--- src/rtl/core/running_variance_stddev_assert.svh ---
// Assertion macros shared by the running variance RTL.
`ifndef RUNNING_VARIANCE_STDDEV_ASSERT_SVH
`define RUNNING_VARIANCE_STDDEV_ASSERT_SVH

// Checks a property on every rising clock edge outside reset.
`define RVS_ASSERT(lbl, prop, msg) \
  lbl: assert property (@(posedge clk_i) disable iff (!rst_ni) prop) else $error(msg);

// Checks that a condition never holds outside reset.
`define RVS_NEVER(lbl, cond, msg) \
  lbl: assert property (@(posedge clk_i) disable iff (!rst_ni) !(cond)) else $error(msg);

`endif

--- src/rtl/core/rvs_pkg.sv ---
// Shared types and constants of the running variance block.
package rvs_pkg;

  localparam int unsigned DATA_W    = 64;
  localparam int unsigned PROD_W    = 128;
  localparam int unsigned HALF_W    = 32;
  localparam int unsigned CFG_IDX_W = 1;

  localparam logic [1:0] CMD_NUM    = 2'd0;
  localparam logic [1:0] CMD_NULL   = 2'd1;
  localparam logic [1:0] CMD_NAN    = 2'd2;
  localparam logic [1:0] CMD_UNUSED = 2'd3;

  localparam logic [CFG_IDX_W-1:0] REG_POP_MODE  = 1'd0;
  localparam logic [CFG_IDX_W-1:0] REG_TAKE_ROOT = 1'd1;

  typedef enum logic [3:0] {
    ST_IDLE,
    ST_DECODE,
    ST_SDIV,
    ST_SDIVW,
    ST_MEAN2,
    ST_MUL,
    ST_CHECK,
    ST_FINISH,
    ST_VDIVW,
    ST_SQRTS,
    ST_SQRTW,
    ST_EMIT
  } state_e;

  typedef struct packed {
    logic       load_in;
    logic       decode;
    logic       load_mag;
    logic       div_start;
    logic       div_sel_var;
    logic       load_mean;
    logic       load_m2;
    logic       mul_en;
    logic       acc_en;
    logic [1:0] mul_idx;
    logic       commit;
    logic       zero_res;
    logic       load_var;
    logic       sqrt_start;
    logic       load_root;
    logic       load_out;
  } dp_cmd_t;

  typedef struct packed {
    logic sample_path;
    logic eog;
    logic res_null;
    logic take_root;
    logic div_done;
    logic sqrt_done;
    logic out_free;
  } dp_stat_t;

endpackage

--- src/rtl/core/rvs_ctrl.sv ---
// Sequencer that steps the datapath through one item.
module rvs_ctrl (
  input  logic              clk_i,
  input  logic              rst_ni,
  input  logic              in_valid_i,
  output logic              in_ready_o,
  input  rvs_pkg::dp_stat_t stat_i,
  output rvs_pkg::dp_cmd_t  cmd_o
);
  import rvs_pkg::*;

  `include "running_variance_stddev_assert.svh"

  state_e     state_q, state_d;
  logic [2:0] mul_cnt_q, mul_cnt_d;

  always_ff @(posedge clk_i or negedge rst_ni) begin
    if (!rst_ni) begin
      state_q   <= ST_IDLE;
      mul_cnt_q <= '0;
    end else begin
      state_q   <= state_d;
      mul_cnt_q <= mul_cnt_d;
    end
  end

  always_comb begin
    state_d    = state_q;
    mul_cnt_d  = '0;
    cmd_o      = '0;
    in_ready_o = 1'b0;
    unique case (state_q)
      ST_IDLE: begin
        in_ready_o    = 1'b1;
        cmd_o.load_in = in_valid_i;
        if (in_valid_i) state_d = ST_DECODE;
      end
      ST_DECODE: begin
        cmd_o.decode   = 1'b1;
        cmd_o.load_mag = 1'b1;
        state_d = stat_i.sample_path ? ST_SDIV : ST_FINISH;
      end
      ST_SDIV: begin
        cmd_o.div_start = 1'b1;
        state_d = ST_SDIVW;
      end
      ST_SDIVW: begin
        if (stat_i.div_done) begin
          cmd_o.load_mean = 1'b1;
          state_d = ST_MEAN2;
        end
      end
      ST_MEAN2: begin
        cmd_o.load_m2 = 1'b1;
        state_d = ST_MUL;
      end
      ST_MUL: begin
        cmd_o.mul_en  = (mul_cnt_q < 3'd4);
        cmd_o.acc_en  = (mul_cnt_q != 3'd0);
        cmd_o.mul_idx = mul_cnt_q[1:0];
        mul_cnt_d     = mul_cnt_q + 3'd1;
        if (mul_cnt_q == 3'd4) begin
          mul_cnt_d = '0;
          state_d   = ST_CHECK;
        end
      end
      ST_CHECK: begin
        cmd_o.commit = 1'b1;
        state_d = ST_FINISH;
      end
      ST_FINISH: begin
        if (!stat_i.eog) begin
          state_d = ST_IDLE;
        end else if (stat_i.res_null) begin
          cmd_o.zero_res = 1'b1;
          state_d = ST_EMIT;
        end else begin
          cmd_o.div_start   = 1'b1;
          cmd_o.div_sel_var = 1'b1;
          state_d = ST_VDIVW;
        end
      end
      ST_VDIVW: begin
        if (stat_i.div_done) begin
          cmd_o.load_var = 1'b1;
          state_d = stat_i.take_root ? ST_SQRTS : ST_EMIT;
        end
      end
      ST_SQRTS: begin
        cmd_o.sqrt_start = 1'b1;
        state_d = ST_SQRTW;
      end
      ST_SQRTW: begin
        if (stat_i.sqrt_done) begin
          cmd_o.load_root = 1'b1;
          state_d = ST_EMIT;
        end
      end
      ST_EMIT: begin
        if (stat_i.out_free) begin
          cmd_o.load_out = 1'b1;
          state_d = ST_IDLE;
        end
      end
      default: state_d = ST_IDLE;
    endcase
  end

  `RVS_ASSERT(a_div_start_waits, cmd_o.div_start |=> (state_q == ST_SDIVW || state_q == ST_VDIVW), "divider started without a wait state")
  `RVS_ASSERT(a_out_only_when_free, cmd_o.load_out |-> stat_i.out_free, "result loaded over a pending transaction")
  `RVS_ASSERT(a_root_only_when_asked, cmd_o.sqrt_start |-> stat_i.take_root, "square root started in variance mode")

endmodule

--- config.mk ---
export PLATFORM = sky130hd
export DESIGN_NAME = rvs_ctrl
export DESIGN_NICKNAME = d
export VERILOG_FILES = /design/src/rtl/core/rvs_pkg.sv /design/src/rtl/core/rvs_ctrl.sv
export VERILOG_INCLUDE_DIRS = /design/src /design/src/rtl/core
export SDC_FILE = /design/constraint.sdc
export NUM_CORES = 1
export LEC_CHECK = 0
export BUFFER_PORTS_ARGS = -buffer_cell sky130_fd_sc_hd__buf_2
export CORE_MARGIN = 2
export CORE_UTILIZATION = 50
export DETAILED_ROUTE_END_ITERATION = 10
export GPL_TIMING_DRIVEN = 0
export PLACE_DENSITY = 0.83
export SLEW_MARGIN = 0
export SYNTH_ARGS = -nofsm -noshare
export SYNTH_HDL_FRONTEND = slang
export SYNTH_SLANG_ARGS = --single-unit
--- constraint.sdc ---
create_clock -name clk_i -period 1.88 [get_ports clk_i]
set_input_delay 0.094 -clock clk_i [delete_from_list [all_inputs] [get_ports clk_i]]
set_output_delay 0.094 -clock clk_i [all_outputs]
set_load 0.01 [all_outputs]
# Word level (Yosys, flattened, before mapping)
# Cells that the tools add are included.
# word_totals
reg_bits,7
latchBits,0
ramBits,0
rom_bits,0
elab_cells,59
mem_count,0
# op_classes
addsub,1
multipliers,0
n_div,0
order_cmp,1
n_eq_ne,18
shifts,0
n_mux,34
n_bitwise,0
n_reduce_logical,3
# op_table
cell,n
4-bit case mux with 12 select lines,1
4-bit two-way mux,8
4-bit by 3-bit equality test with 1-bit output (second input constant),4
4-bit equality test (second input constant),4
1-bit two-way mux,16
2-bit inequality test (second input constant),6
2-bit two-way mux,5
3-bit two-way mux,3
4-bit by 2-bit equality test with 1-bit output (second input constant),2
6-bit AND reduction,1
4-bit by 1-bit equality test with 1-bit output (second input constant),1
4-bit logical NOT,1
3-bit by 1-bit adder with 3-bit output (second input constant),1
3-bit equality test (second input constant),1
3-bit less-than comparator (second input constant),1
3-bit nonzero test,1
1-bit case mux with 2 select lines,1

# Depth between registers and ports, before layout
# Gate-level depths: netlist of the first run.
# depth
word_depth,3
depth_mapped,5

# Worst setup path after synthesis of the first run
# OpenSTA, ideal clock, no wires.
# synth_timing
path_kind,reg2out
start,reg state_q[1]
end,out cmd_o[15] (netlist name)
arrival_time_ns,1.201
required_time_ns,1.786
slack_ns,0.585
path_stages_with_launch,6
path_buffers,2
cell_sequence,dfrtp_1 > buf_8 > inv_1 > nand2_1 > nor3_1 > buf_4
# synth_rtl
element,line,source
start: declaration,rvs_ctrl.sv:14,"state_e state_q, state_d;"
start signal: assignment,rvs_ctrl.sv:22,state_q <= state_d;
end: declaration,rvs_ctrl.sv:8,output rvs_pkg::dp_cmd_t cmd_o

==> impl_metrics.ini, run 1 <==
[cts]
clkTransAtPathRegs_ns = 0.05
cts_resized = 0
root_buffer = clkbuf_4
post_cts_buffers = 0
cts_buffers = 3
clock-sinks = 7
htree_num_levels = 1
clock_latency_ns = 0.24
clockBufferDepth = 2
cts_tree = done

[detailed_routing]
wl_per_cell_microns = 12.1
drt_iter0_drc = 11
post-route-drc-count = 0
vias = 685
wl_microns = 1570
dr.pass1.iters = 4
antenna_left = 0
post_drt_via_cell_ratio = 5.31

[global_routing]
grt_pass1_vias = 558
antenna_found_initial = 0
grt_pass1_wl_microns = 2270
grt-ovfl-total = 0
grt_usage_pct = 20.6
grt_max_degree = 11

[setup_path]
end_kind = output port
rr_startpoint = state_q[3]
reg2reg_depth = 5
path_max_fanout = 10
cp-endpoint = cmd_o[13]
worst_ep_arrival_time_ns = 1.52
reg2reg_slack_ns = 0.55
crit_path_start = state_q[0]
crit_type = flip-flop to output port
worstSetupStartpointType = flip-flop
r2r_end = state_q[1]
cp_data_required_time_ns = 1.79

[cells_and_area]
final_nets = 127
final_util_pct = 67.3
syn2layout_area_growth_pct = 28.2
drive_gt1_share_pct = 37.7
diodes = 0

[pwr]
p_per_area_nw_per_um2 = 1480
p_leak_uw = 0.000437
ir_worst_vdd_uv = 749

[yosys]
yosysWarnings = 0
synth_common_cells = 14 x nor2_1, 8 x nand2_1, 7 x dfrtp_1, 7 x inv_1, 5 x nor3_1
synth_edf_count = 0
synthTopCellsByArea = dfrtp_1 26%, nor2_1 7.8%, buf_6 5.0%, nand2_1 4.5%, nand4bb_4 4.1%
ys_ff_latch = 7
syn-cell-area_sq_um = 674
async_flop_share_pct = 100
syn_area_per_cell_sq_um = 8.22
netlist.area_leader.share_pct = 26.0
syn_nets = 94
synth.largest_area_cell = dfrtp_1
synthCells = 82
synth.most_common_cell = nor2_1
seq_area_frac_synth_pct = 26.0
synth_ff_type = dfrtp_1
synth_cell_types = 35

[run_status]
status = complete, no violations

[job]
max-cap-violations = 0

[die]
die_w_microns = 40.7
die_h_microns = 40.7
io_pins = 28
start_util_pct = 52.5
rows = 13
die_area_sq_um = 1660
core-area_sq_um = 1280

[placed_design]
dpl.hpwl_microns = 1240
gp_congestion = 0.817
port_buffers = 27

[sta]
fin_crit_sh_pct = 86.0
tightest_slew_ns = 0.309
fmax_mhz = 619
hold_violations = 0
rsz0062_at_grt = no
setup_viol = 0
setup_tns_ns = 0
skew_ns = 0.00218
slew_headroom_pct = 79.4
finalMaxSlewViolations = 0
min_period_ns = 1.62

[min_path]
hold_class = input port to flip-flop
==> worst min-delay path by stage <==
| stage | startpoint | end | slack [ns] | depth (start not counted) |
|---|---|---|---|---|
| 2_1_floorplan | rst_ni | mul_cnt_q[0] | -0.20 | 0 |
| 3_3_place_gp | rst_ni | mul_cnt_q[2] | -0.07 | 1 |
| 3_5_place_dp | rst_ni | state_q[2] | -0.07 | 1 |
| 4_1_cts | stat_i[5] | state_q[3] | 0.11 | 3 |
| 5_1_grt | stat_i[5] | state_q[3] | 0.13 | 3 |
| 6_report | stat_i[5] | state_q[3] | 0.11 | 3 |
==> cell type report <==
cell class	count	area (sq um)
Buffer	6	63.8
Clock buffer	4	26.3
Fill cell	104	420
Inverter	7	26.3
Multi-Input combinational cell	62	409
Sequential cell	7	175
Tap cell	15	18.8
Timing Repair Buffer	28	145
==> what timing repair did <==
action | 4_1_cts | 5_1_grt
endpoints found under the setup margin | 0 | 0
hold buffers | 1 | 0
endpoints found under the hold margin | 7 | 0
==> stage by stage <==
stage	power, uW	worst slack [ns]	hold WS, ns	cells	cell area (sq um)
after detailed placement	1150	0.519	-0.0661	124	828
final	1280	0.263	0.115	129	865
after global placement	1120	0.531	-0.0702	124	828
after global routing	1400	0.143	0.134	129	865
after floorplan	928	0.585	-0.202	82	674
after CTS	1280	0.256	0.112	129	865
==> routing by layer <==
layer | vias up | GRT usage (%) | share of wire [%] | wire [microns]
met5 | - | 0 | 0 | 0
met4 | 0 | 5.83 | 0 | 0
met3 | 0 | 3.80 | 6.7 | 105
met2 | 34 | 36.5 | 49 | 769
met1 | 307 | 25.1 | 44 | 691
li1 | 344 | - | - | -
==> critical path: stages (launching register included) <==
cell	delay (ns)
dfrtp_1	0.46
buf_6	0.18
or2b_1	0.26
o32ai_1	0.21
buf_2	0.17
==> flip-flops by register name, summed over array words and instances (netlist names) <==
register   count
state_q        4
mul_cnt_q      3
==> power breakdown <==
| group | total [uW] | internal (uW) | switching, uW | leakage (uW) |
|---|---|---|---|---|
| Combinational | 856 | 393 | 463 | 0.000331 |
| Sequential | 295 | 204 | 91.8 | 0.0000907 |
| Clock | 131 | 80.7 | 50.0 | 0.0000150 |
| Total | 1280 | 677 | 604 | 0.000437 |
==> placed cells by master, fill, tap and decap left out, drive strengths merged, types with 2 or more instances in the layout <==
cell type,Yosys,layout
inv,7,7
clkbuf,0,4
o21ai,3,3
ha,2,2
nor3,5,5
nor2,14,14
dfrtp,7,7
buf,6,33
mux2i,2,2
a22oi,2,2
nand2b,3,3
nor4,3,3
a21oi,4,4
nand2,9,9
==> cells by family (layout without fill, tap and decap cells) <==
logic type                 count (synthesis)  count (layout)  share of synthesized area, %
DFF                                        7               7                          26.0
xor gates and xnor gates                   1               1                          1.30
AOI/OAI and AO/OA                         15              15                          17.4
muxes                                      2               2                          2.97
buffers and inverters                     13              45                          13.4
adders and majority gates                  2               2                          3.71
and+or+nand+nor                           42              42                          35.3
No activity file was read; power rests on OpenSTA's default activity.
==> run 2: changes to the inputs <==
--- a/config.mk
+++ b/config.mk
@@ -6,12 +6,13 @@
 export SDC_FILE = /design/constraint.sdc
 export NUM_CORES = 1
 export LEC_CHECK = 0
+export ABC_AREA = 1
 export BUFFER_PORTS_ARGS = -buffer_cell sky130_fd_sc_hd__buf_2
 export CORE_MARGIN = 2
-export CORE_UTILIZATION = 50
+export CORE_UTILIZATION = 45
 export DETAILED_ROUTE_END_ITERATION = 10
 export GPL_TIMING_DRIVEN = 0
-export PLACE_DENSITY = 0.83
+export PLACE_DENSITY = 0.76
 export SLEW_MARGIN = 0
 export SYNTH_ARGS = -nofsm -noshare
 export SYNTH_HDL_FRONTEND = slang
==> constraint.sdc (replaced) <==
create_clock -name clk_i -period 1.8 [get_ports clk_i]
set_input_delay 0.09 -clock clk_i [delete_from_list [all_inputs] [get_ports clk_i]]
set_output_delay 0.09 -clock clk_i [all_outputs]
set_load 0.01 [all_outputs]
==> run 2 against run 1 <==
Net effect:
- register-to-register slack worse by 0.08 ns
- clock power hardly changed
- clock skew is 0.0018 ns lower
- routed wire length is 7.0% lower
- count of clock-buffer cells in the layout stayed put
==> impl_metrics.ini, run 2 <==
[pwr]
p_leak_uw = 0.000502
p_per_area_nw_per_um2 = 1420
ir_worst_vdd_uv = 899

[cts]
cts_buffers = 3
htree_num_levels = 1
clockBufferDepth = 2
cts_resized = 0
clock-sinks = 7
root_buffer = clkbuf_4
cts_tree = done
clock_latency_ns = 0.24
clkTransAtPathRegs_ns = 0.05

[sta]
setup_tns_ns = 0
rsz0062_at_grt = no
fin_crit_sh_pct = 84.4
skew_ns = 0.000333
min_period_ns = 1.52
setup_viol = 0
finalMaxSlewViolations = 0
hold_violations = 0
fmax_mhz = 658
holdWs_ns = 0.205
tightest_slew_ns = 0.239
slew_headroom_pct = 84.0

[yosys]
synthCells = 98
async_flop_share_pct = 100
synth_ff_type = dfrtp_1
synth.largest_area_cell = dfrtp_1
synth_common_cells = 18 x nand2_1, 18 x nor2_1, 14 x inv_1, 7 x dfrtp_1, 7 x nand3_1
syn-cell-area_sq_um = 647
synth_edf_count = 0
seq_area_frac_synth_pct = 27.1
syn_nets = 110
synth_cell_types = 21
syn_area_per_cell_sq_um = 6.60
synthTopCellsByArea = dfrtp_1 27%, nand2_1 10%, nor2_1 10%, inv_1 8.1%, nand2_4 7.0%
ys_ff_latch = 7
yosysWarnings = 0
netlist.area_leader.share_pct = 27.1

[setup_path]
end_kind = output port
critPathSlowestCell = dfrtp_1
worst_ep_arrival_time_ns = 1.43
rr_startpoint = mul_cnt_q[0]
crit_type = flip-flop to output port
crit_path_start = state_q[3]
cp_slowest_stage_delay_ns = 0.43
cp_num_buf_inv = 3
worstSetupStartpointType = flip-flop
path_cells = inv_2 -> nand2_2 -> nor2_2 -> inv_1 -> a21oi_1 -> buf_2
path_max_fanout = 6
path_delay_family = flip-flops
cp_data_required_time_ns = 1.71

[die]
die_h_microns = 41.9
io_pins = 28
die_w_microns = 41.9
start_util_pct = 49.1
die_area_sq_um = 1760
core-area_sq_um = 1320
rows = 13

[detailed_routing]
wl_per_cell_microns = 10.0
post-route-drc-count = 0
antenna_left = 0
drt_iter0_drc = 16
dr.pass1.iters = 4
post_drt_via_cell_ratio = 4.95
vias = 718
wl_microns = 1460

[placed_design]
dpl.hpwl_microns = 1200
port_buffers = 27
gp_congestion = 0.814

[cells_and_area]
final_nets = 143
syn2layout_area_growth_pct = 29.4
reg_top3 = state_q (4), mul_cnt_q (3)
drive_gt1_share_pct = 38.5
largest_reg_flops = 4
top_register = state_q
diodes = 0
mostFrequentLayoutCell = buf_2
layout_common_cells = 27 x buf_2, 18 x nand2_1, 18 x nor2_1, 14 x inv_1

[global_routing]
grt_pass1_vias = 609
grt-ovfl-total = 0
antenna_found_initial = 0
grt_max_degree = 9
grt_pass1_wl_microns = 2520
grt_usage_pct = 18.1

[min_path]
hold_class = input port to asynchronous set/reset pin

[job]
max-cap-violations = 0

[run_status]
status = complete, no violations
## run 2: worst register-to-register path, stage by stage (launching register included)
cell and delay (ns):
dfrtp_1 0.39, inv_1 0.09, ha_1 0.17, nand2_1 0.09, nand2_4 0.11, nand2_4 0.07, nor2_8 0.12, nand2_4 0.06
nand2_1 0.06, nand2_1 0.05
## run 2: timing repair
item                                    in CTS  in global routing
endpoints found under the setup margin       0                  0
buffers inserted                             0                  0
endpoints found under the hold margin        7                  0
hold buffers                                 1                  0
## run 2: logic make-up after synthesis
| kind of cell | synth area share (%) |
|---|---|
| adder cells (fa/ha/maj) | 3.87 |
| AO/OA/AOI/OAI | 5.80 |
| flip-flops | 27.1 |
| AND/OR/NAND/NOR | 50.3 |
| buffers and inverters | 11.6 |
| XOR/XNOR | 1.35 |
## run 2: layer usage
| layer | global-route usage (%) | vias up | part of all wire, % |
|---|---|---|---|
| li1 | - | 366 | - |
| met1 | 23.6 | 329 | 43 |
| met2 | 30.6 | 23 | 50 |
| met3 | 3.91 | 0 | 7.1 |
| met4 | 3.87 | 0 | 0 |
| met5 | 0 | - | 0 |
## run 2: area by class of cell
type / count / area, sq um
Fill cell: 129 / 480
Multi-Input combinational cell: 72 / 397
Sequential cell: 7 / 175
Timing Repair Buffer: 28 / 145
Inverter: 18 / 67.6
Clock buffer: 4 / 26.3
Tap cell: 15 / 18.8
Buffer: 1 / 7.51
## run 2: final timing paths
check                          endpoint  slack (ns)  cells after the start
setup reg to reg             state_q[3]        0.47                      9
max in group asynchronous  mul_cnt_q[2]        1.45                      2
hold / removal             mul_cnt_q[0]        0.20                      2
setup / recovery               cmd_o[8]        0.28                      6
hold reg to reg            mul_cnt_q[0]        0.48                      1
min in group clk_i           state_q[2]        0.27                      5
## run 2: where the power goes
part	total, uW	internal, uW	switching, uW
Clock	132	84.0	48.5
Sequential	276	211	65.5
Combinational	779	283	496
## run 2: through the flow
stage,instance area (sq um),util [%],instances,setup slack (ns),total power [uW]
6_report,837,63.5,145,0.280,1190
2_1_floorplan,647,-,98,0.605,849
3_5_place_dp,801,60.8,140,0.481,1050
4_1_cts,837,63.5,145,0.275,1190
3_3_place_gp,801,60.8,140,0.533,1030
5_1_grt,837,63.5,145,0.135,1300
